[src/rtl/r5_pkg.sv]
// shared types and constants for the raid-5 locate and recover block
// no dependencies; used by r5_div and the top level
package r5_pkg;

  // fixed field widths
  localparam int unsigned TARGET_W    = 20;
  localparam int unsigned OFFSET_W    = 10;
  localparam int unsigned WORD_W      = 32;
  localparam int unsigned NDISK_W     = 5;
  localparam int unsigned STRIP_W     = 11;
  localparam int unsigned CFG_IDX_W   = 2;
  localparam int unsigned CFG_DATA_W  = 11;
  localparam int unsigned S_TDATA_W   = 64;
  localparam int unsigned CNT_W       = 5;

  // shared divider widths
  localparam int unsigned DIVIDEND_W  = TARGET_W;
  localparam int unsigned DIVISOR_W   = STRIP_W;
  localparam int unsigned DIV_CNT_W   = 5;

  // command codes
  localparam logic CMD_LOAD  = 1'b0;
  localparam logic CMD_QUERY = 1'b1;

  // status codes
  localparam logic STAT_OK    = 1'b0;
  localparam logic STAT_UNAVL = 1'b1;

  // register indexes
  localparam logic [CFG_IDX_W-1:0] REG_NUM_DISKS = 2'd0;
  localparam logic [CFG_IDX_W-1:0] REG_STRIP     = 2'd1;
  localparam logic [CFG_IDX_W-1:0] REG_LAST_OFF  = 2'd2;

  // sequencer states
  typedef enum logic [3:0] {
    ST_IDLE,
    ST_DIV_STRIP,
    ST_DIV_TURN,
    ST_DIV_GROUP,
    ST_MUL_A,
    ST_MUL_B,
    ST_CHECK,
    ST_RD,
    ST_RD_WAIT,
    ST_XOR_RD,
    ST_XOR_WAIT,
    ST_DONE
  } state_e;

  // divider request and response
  typedef struct packed {
    logic                  start;
    logic [DIVIDEND_W-1:0] dividend;
    logic [DIVISOR_W-1:0]  divisor;
  } div_req_t;

  typedef struct packed {
    logic                  done;
    logic [DIVIDEND_W-1:0] quot;
    logic [DIVISOR_W-1:0]  rem;
  } div_rsp_t;

endpackage

[src/rtl/r5_div.sv]
// shared restoring divider, one quotient bit per cycle
// depends on r5_pkg
module r5_div (
  input  logic            clk_i,
  input  logic            rst_ni,
  input  r5_pkg::div_req_t req_i,
  output r5_pkg::div_rsp_t rsp_o
);

  logic                          busy_q, busy_d;
  logic                          done_q, done_d;
  logic [r5_pkg::DIV_CNT_W-1:0]  cnt_q, cnt_d;
  logic [r5_pkg::DIVIDEND_W-1:0] quot_q, quot_d;
  logic [r5_pkg::DIVISOR_W-1:0]  rem_q, rem_d;
  logic [r5_pkg::DIVISOR_W-1:0]  dsr_q, dsr_d;
  logic [r5_pkg::DIVISOR_W:0]    trial;
  logic [r5_pkg::DIVISOR_W:0]    diff;
  logic                          fits;

  // one trial subtract per cycle
  assign trial = {rem_q, quot_q[r5_pkg::DIVIDEND_W-1]};
  assign diff  = trial - {1'b0, dsr_q};
  assign fits  = trial >= {1'b0, dsr_q};

  always_comb begin
    busy_d = busy_q;
    done_d = 1'b0;
    cnt_d  = cnt_q;
    quot_d = quot_q;
    rem_d  = rem_q;
    dsr_d  = dsr_q;
    if (req_i.start) begin
      busy_d = 1'b1;
      cnt_d  = '0;
      quot_d = req_i.dividend;
      rem_d  = '0;
      dsr_d  = req_i.divisor;
    end else if (busy_q) begin
      rem_d  = fits ? diff[r5_pkg::DIVISOR_W-1:0] : trial[r5_pkg::DIVISOR_W-1:0];
      quot_d = {quot_q[r5_pkg::DIVIDEND_W-2:0], fits};
      cnt_d  = cnt_q + 1'b1;
      if (cnt_q == r5_pkg::DIV_CNT_W'(r5_pkg::DIVIDEND_W - 1)) begin
        busy_d = 1'b0;
        done_d = 1'b1;
      end
    end
  end

  // control state
  always_ff @(posedge clk_i or negedge rst_ni) begin
    if (!rst_ni) begin
      busy_q <= 1'b0;
      done_q <= 1'b0;
      cnt_q  <= '0;
    end else begin
      busy_q <= busy_d;
      done_q <= done_d;
      cnt_q  <= cnt_d;
    end
  end

  // datapath
  always_ff @(posedge clk_i) begin
    quot_q <= quot_d;
    rem_q  <= rem_d;
    dsr_q  <= dsr_d;
  end

  assign rsp_o.done = done_q;
  assign rsp_o.quot = quot_q;
  assign rsp_o.rem  = rem_q;

endmodule

[config.mk]
export PLATFORM = sky130hd
export DESIGN_NAME = r5_div
export DESIGN_NICKNAME = d
export VERILOG_FILES = /design/src/rtl/r5_pkg.sv /design/src/rtl/r5_div.sv
export SDC_FILE = /design/constraint.sdc
export NUM_CORES = 1
export LEC_CHECK = 0
export ABC_CLOCK_PERIOD_IN_PS = 2200
export BUFFER_PORTS_ARGS = -buffer_cell sky130_fd_sc_hd__clkbuf_2
export CELL_PAD_IN_SITES_DETAIL_PLACEMENT = 0
export CELL_PAD_IN_SITES_GLOBAL_PLACEMENT = 1
export CORE_MARGIN = 10
export CORE_UTILIZATION = 37
export DETAILED_ROUTE_END_ITERATION = 10
export PLACE_DENSITY_LB_ADDON = 0.1
export SLEW_MARGIN = 40
export SYNTH_ARGS = -nofsm -noshare
export SYNTH_HDL_FRONTEND = slang
export SYNTH_SLANG_ARGS = --single-unit
[constraint.sdc]
create_clock -name clk_i -period 2.2 [get_ports clk_i]
set_clock_uncertainty 0.05 [all_clocks]
set_input_delay 0.11 -clock clk_i [delete_from_list [all_inputs] [get_ports clk_i]]
set_output_delay 0.11 -clock clk_i [all_outputs]
set_load 0.005 [all_outputs]
==> results of run 1 <==
## metrics by stage
| step | worst slack (ns) | area, µm² | total power [mW] | hold slack (ns) |
|---|---|---|---|---|
| finish | -0.127 | 3720 | 4.02 | 0.0514 |
| global route | -0.259 | 3720 | 4.29 | 0.0424 |
| CTS | -0.120 | 3580 | 3.83 | 0.0399 |
| detailed placement | -0.126 | 3300 | 3.06 | -0.0896 |
| global placement | -0.120 | 3300 | 3.06 | -0.0913 |
| floorplan | -0.0436 | 2620 | 2.37 | -0.236 |
## layer usage
| metal | part of all wire | GRT usage | vias up | wire [µm] |
|---|---|---|---|---|
| met5 | 0 | 0 | - | 0 |
| met4 | 0.0071 | 0.0288 | 0 | 45 |
| met3 | 0.077 | 0.0508 | 4 | 486 |
| met2 | 0.47 | 0.190 | 58 | 3000 |
| met1 | 0.44 | 0.126 | 946 | 2790 |
| li1 | - | - | 1032 | - |
## path summary, 6_finish.rpt
path | startpoint | end | slack [ns] | depth (start not counted)
worst max register to register | dsr_q[0] | rem_q[4] | -0.13 | 9
worst min-delay path | req_i[16] | quot_q[5] | 0.05 | 2
worst max-delay path | dsr_q[0] | rem_q[4] | -0.13 | 9
worst min register to register | rem_q[10] | rem_q[10] | 0.51 | 2
min in group asynchronous | rst_ni | cnt_q[0] | 0.12 | 2
max in group asynchronous | rst_ni | cnt_q[4] | 1.81 | 2
## cell usage in the layout, fill, tap and decap left out, drive strengths merged, types with 3 or more instances in the layout
| master | n |
|---|---|
| nand2 | 8 |
| buf | 42 |
| dlygate4sd3 | 12 |
| nand4 | 3 |
| a21oi | 6 |
| mux2i | 6 |
| dfxtp | 11 |
| nor3 | 3 |
| inv | 14 |
| clkbuf | 70 |
| ha | 12 |
| o211ai | 3 |
| a211oi | 8 |
| o21ai | 9 |
| nand2b | 4 |
| mux2 | 21 |
| nor4bb | 3 |
| xor2 | 3 |
| dfrtp | 7 |
| xnor2 | 6 |
| edfxtp | 31 |
| nor2 | 19 |
## critical path, cell delays in order (launching register included)
cell	delay [ns]
edfxtp_1	0.42
ha_4	0.18
fa_2	0.35
nor2b_2	0.14
o31a_1	0.21
o21ai_4	0.08
o21ai_4	0.31
buf_6	0.18
mux2i_2	0.20
a211oi_1	0.09
## where the power goes
| part | switching (mW) | leakage, nW | internal, mW |
|---|---|---|---|
| clock network | 0.317 | 0.0518 | 0.335 |
| registers | 0.111 | 0.501 | 1.15 |
| logic | 0.922 | 1.10 | 1.18 |
## synth_stat cells, types with 2 or more instances
| library cell | instances |
|---|---|
| nor3_1 | 3 |
| ha_1 | 12 |
| nand4_1 | 3 |
| o211ai_1 | 3 |
| a21oi_1 | 6 |
| a311oi_1 | 2 |
| edfxtp_1 | 31 |
| nor3b_1 | 2 |
| inv_1 | 14 |
| a21o_1 | 2 |
| dfxtp_1 | 11 |
| o31a_1 | 2 |
| nor2_1 | 19 |
| buf_1 | 3 |
| nor4bb_1 | 3 |
| nand2b_1 | 4 |
| nor4b_1 | 2 |
| dfrtp_1 | 7 |
| mux2_2 | 20 |
| a211oi_1 | 7 |
| xnor2_1 | 6 |
| mux2i_1 | 6 |
| nand2_1 | 8 |
| o21ai_0 | 7 |
| xor2_1 | 3 |
| clkbuf_1 | 4 |
| o22ai_1 | 2 |
| nor2b_1 | 2 |
| o31ai_1 | 2 |
| o21a_1 | 2 |
## sequential cells by signal, summed over array words and instances (netlist names)
name    count
busy_q      1
cnt_q       5
done_q      1
dsr_q      11
quot_q     20
rem_q      11
## layout make-up
class / instances / area, µm²
sequential: 49 / 1330
multi-input combinational: 144 / 1310
clock inverter: 3 / 41.3
clock buffer: 5 / 68.8
tap: 96 / 120
fill: 635 / 3110
timing repair buffer: 119 / 797
inverter: 14 / 52.6
## repair_timing
| action | in CTS | in global routing |
|---|---|---|
| hold buffers | 12 | 0 |
| setup buffers | 2 | 5 |
| endpoints found under the setup margin | 12 | 12 |
| resized for setup | 7 | 17 |
| hold endpoints to repair | 18 | 0 |
| pin swaps | 10 | 7 |
## logic make-up after synthesis
group	share of synthesized area
XOR/XNOR	0.0302
flip-flops	0.508
adder cells (fa/ha/maj)	0.0652
multiplexers	0.115
AND/OR/NAND/NOR	0.124
AO/OA/AOI/OAI	0.117
buffers and inverters	0.0408
==> impl_metrics.json, run 1 <==
{
  "start_kind": "flop",
  "ys_ff_latch": 49,
  "fp.coreArea_um2": 6830,
  "cp.arrival_ns": 2.46,
  "syn_area_um2": 2610,
  "ant_nets": 0,
  "synthArstFlopShare": 0.143,
  "setup_viol": 12,
  "post_drt_wl_per_cell_um": 14.7,
  "yosys_warnings": 0,
  "clk_path_buf_depth": 2,
  "critPathKind": "flop to flop",
  "synth_edf_count": 31,
  "worstPathRequired_ns": 2.34,
  "grtUsageTotal": 0.113,
  "root_buffer": "clkbuf_8",
  "finalWirelength_um": 6320,
  "hold_violations": 0,
  "synth_top_area_share": 0.357,
  "instances_no_fill": 430,
  "cts_tree": "built",
  "cts_sinks": 49,
  "die_y_um": 104,
  "p_leak_nw": 1.65,
  "cp-end-kind": "flop",
  "max_freq_mhz": 430,
  "tightest_slew_ns": 0.484,
  "yosysTopAreaCell": "edfxtp_1",
  "hold_path.class": "primary input to flop",
  "num_rows": 30,
  "grt_pass1_wl_um": 10200,
  "drtIter0Drc": 47,
  "yosysSeqAreaShare": 0.508,
  "fin_nets": 380,
  "power_density_nw_per_um2": 1080,
  "slew_viol_final": 0,
  "grt_pass1_vias": 2162,
  "synthToLayoutAreaGrowth_pct": 42.6,
  "synth_flop_cell": "edfxtp_1",
  "syn_inst": 217,
  "avgSynthCellArea_um2": 12.0,
  "violations": "setup timing",
  "io-pin-count": 66,
  "ys_types": 49,
  "critPathMaxFanout": 8,
  "drv_cap": 0,
  "fin_util": 0.545,
  "gp_congestion": 0.811,
  "numPortBuffers": 65,
  "rsz0062_at_grt": "yes",
  "die_w_um": 104,
  "viasPerCell": 4.74,
  "place_inst": 403,
  "status": "finished, violations left",
  "fin_crit_sh": 1.06,
  "overflow": 0,
  "slew_headroom": 0.677,
  "grt_max_degree": 25,
  "h-tree-depth": 2,
  "antenna_found_initial": 0,
  "drt_first_pass_iters": 4,
  "final.setup.tns_ns": -1.05,
  "start_util": 0.382,
  "peakVddDrop_mv": 0.378,
  "die-area_um2": 10800,
  "drc": 0,
  "numCtsBuffers": 5,
  "hpwl_um": 4700,
  "synthTopCellsByArea": "edfxtp_1 36%, mux2_2 8.6%, dfxtp_1 8.4%",
  "drive_gt1_frac": 0.488,
  "setup_slack_ns": -0.127,
  "clk_latency_ns": 0.30,
  "n_antenna_cell": 0,
  "synth_nets": 264,
  "cts.clk_slew.worst_paths_ns": 0.10,
  "min_period_ns": 2.33,
  "vias": 2040
}
Note: power is estimated with default switching activity, not from simulation.
==> run 2, diff against run 1 <==
- BUFFER_PORTS_ARGS: -buffer_cell sky130_fd_sc_hd__clkbuf_2 -> unset
- CORE_UTILIZATION: 37 -> 44
- DONT_BUFFER_PORTS: unset -> 1
- SKIP_CTS_REPAIR_TIMING: unset -> 1
==> impl_metrics.json, run 2 (synthesis gave the netlist of run 1 again) <==
{
  "max_freq_mhz": 423,
  "n_antenna_cell": 0,
  "p_leak_nw": 1.44,
  "clk_latency_ns": 0.30,
  "slew_viol_final": 0,
  "die-area_um2": 9410,
  "final.setup.tns_ns": -1.16,
  "worstPathRequired_ns": 2.37,
  "layout_common_cells": "36 x buf_4, 33 x dlygate4sd3_1, 31 x edfxtp_1, 19 x mux2_2, 19 x nor2_1",
  "die_w_um": 97,
  "cts_sinks": 49,
  "cts.clk_slew.worst_paths_ns": 0.09,
  "hold_ws_ns": 0.0754,
  "start_kind": "flop",
  "numCtsBuffers": 5,
  "post_drt_wl_per_cell_um": 17.0,
  "overflow": 0,
  "violations": "setup timing",
  "tightest_slew_ns": 0.481,
  "clk_path_buf_depth": 2,
  "grtUsageTotal": 0.116,
  "fin_nets": 335,
  "die_y_um": 97,
  "gp_congestion": 0.855,
  "setup_viol": 12,
  "layout_commonest_cell": "buf_4",
  "cp.arrival_ns": 2.54,
  "synthToLayoutAreaGrowth_pct": 35.0,
  "hold_path.class": "primary input to async pin",
  "fin_crit_sh": 1.08,
  "grt_pass1_vias": 1768,
  "fin_util": 0.624,
  "numPortBuffers": 0,
  "ant_nets": 0,
  "drv_cap": 0,
  "drc": 0,
  "hpwl_um": 4220,
  "power_density_nw_per_um2": 1100,
  "h-tree-depth": 2,
  "grt_max_degree": 53,
  "hold_violations": 0,
  "peakVddDrop_mv": 0.620,
  "top_regs": "quot_q: 20 flops, dsr_q: 11 flops, rem_q: 11 flops",
  "drive_gt1_frac": 0.315,
  "critPathMaxFanout": 5,
  "largest_register_ffs": 20,
  "vias": 1919,
  "critPathKind": "flop to flop",
  "fp.coreArea_um2": 5640,
  "io-pin-count": 66,
  "finalWirelength_um": 6150,
  "rsz0062_at_grt": "yes",
  "grt_pass1_wl_um": 9060,
  "viasPerCell": 5.32,
  "power_mw": 3.87,
  "min_period_ns": 2.37,
  "antenna_found_initial": 0,
  "status": "finished, violations left",
  "regMostFlops": "quot_q",
  "drt_first_pass_iters": 4,
  "drtIter0Drc": 69,
  "slew_headroom": 0.680,
  "cts_tree": "built",
  "num_rows": 27,
  "setup_slack_ns": -0.165,
  "start_util": 0.462,
  "cp-end-kind": "flop",
  "root_buffer": "clkbuf_8"
}
[run 2: cell count changes in the layout (fill, tap and decap cells not counted), moves of 2 or more]
cell and delta:
clkbuf_2 -65, mux2i_1 +2, buf_12 -2, dlygate4sd3_1 +21
ha_4 -2, ha_1 +3, nor4bb_2 +2, mux2i_2 -2
[run 2: layout make-up]
class	instances	area, µm²
Inverter	14	52.6
Clock inverter	2	15.0
Tap cell	72	90.1
Clock buffer	6	72.6
Sequential cell	49	1330
Multi-Input combinational cell	145	1300
Fill cell	456	2120
Timing Repair Buffer	73	662
[run 2: final timing paths]
kind,cells past startpoint,slack (ns),end,from
worst min-delay path,1,0.08,cnt_q[1],rst_ni
worst max register to register,9,-0.17,rem_q[10],dsr_q[0]
worst max-delay path,9,-0.17,rem_q[10],dsr_q[0]
min in group clk_i,2,0.09,rem_q[3],req_i[31]
max in group asynchronous,1,1.79,busy_q,rst_ni
worst min register to register,2,0.52,cnt_q[4],cnt_q[4]
[run 2: per-stage QoR]
stage	area, µm²	instances	setup slack [ns]
floorplan	2620	217	-0.0436
global placement	2910	313	-0.208
detailed placement	2910	313	-0.260
CTS	3000	321	-0.267
global route	3520	361	-0.238
finish	3520	361	-0.165
[run 2: layer usage]
metal | up-vias | part of all wire | wire length, µm | track usage
met5 | - | 0 | 0 | 0
met1 | 928 | 0.43 | 2620 | 0.139
met3 | 5 | 0.067 | 411 | 0.0490
met4 | 0 | 0.010 | 64 | 0.0372
met2 | 41 | 0.50 | 3050 | 0.183
li1 | 945 | - | - | -
[run 2: worst max-delay path, cell delays in order, from the launching register on]
cell and delay, ns:
edfxtp_1 0.44, ha_4 0.19, fa_2 0.34, nor2b_2 0.13, o31a_1 0.23, o21ai_4 0.12
buf_6 0.14, nor4bb_2 0.27, o31ai_1 0.11, a311oi_1 0.25
[run 2: where the power goes]
| group | total (mW) | internal [mW] | switching [mW] |
|---|---|---|---|
| logic | 2.07 | 1.15 | 0.926 |
| clock network | 0.535 | 0.225 | 0.310 |
| registers | 1.27 | 1.15 | 0.117 |
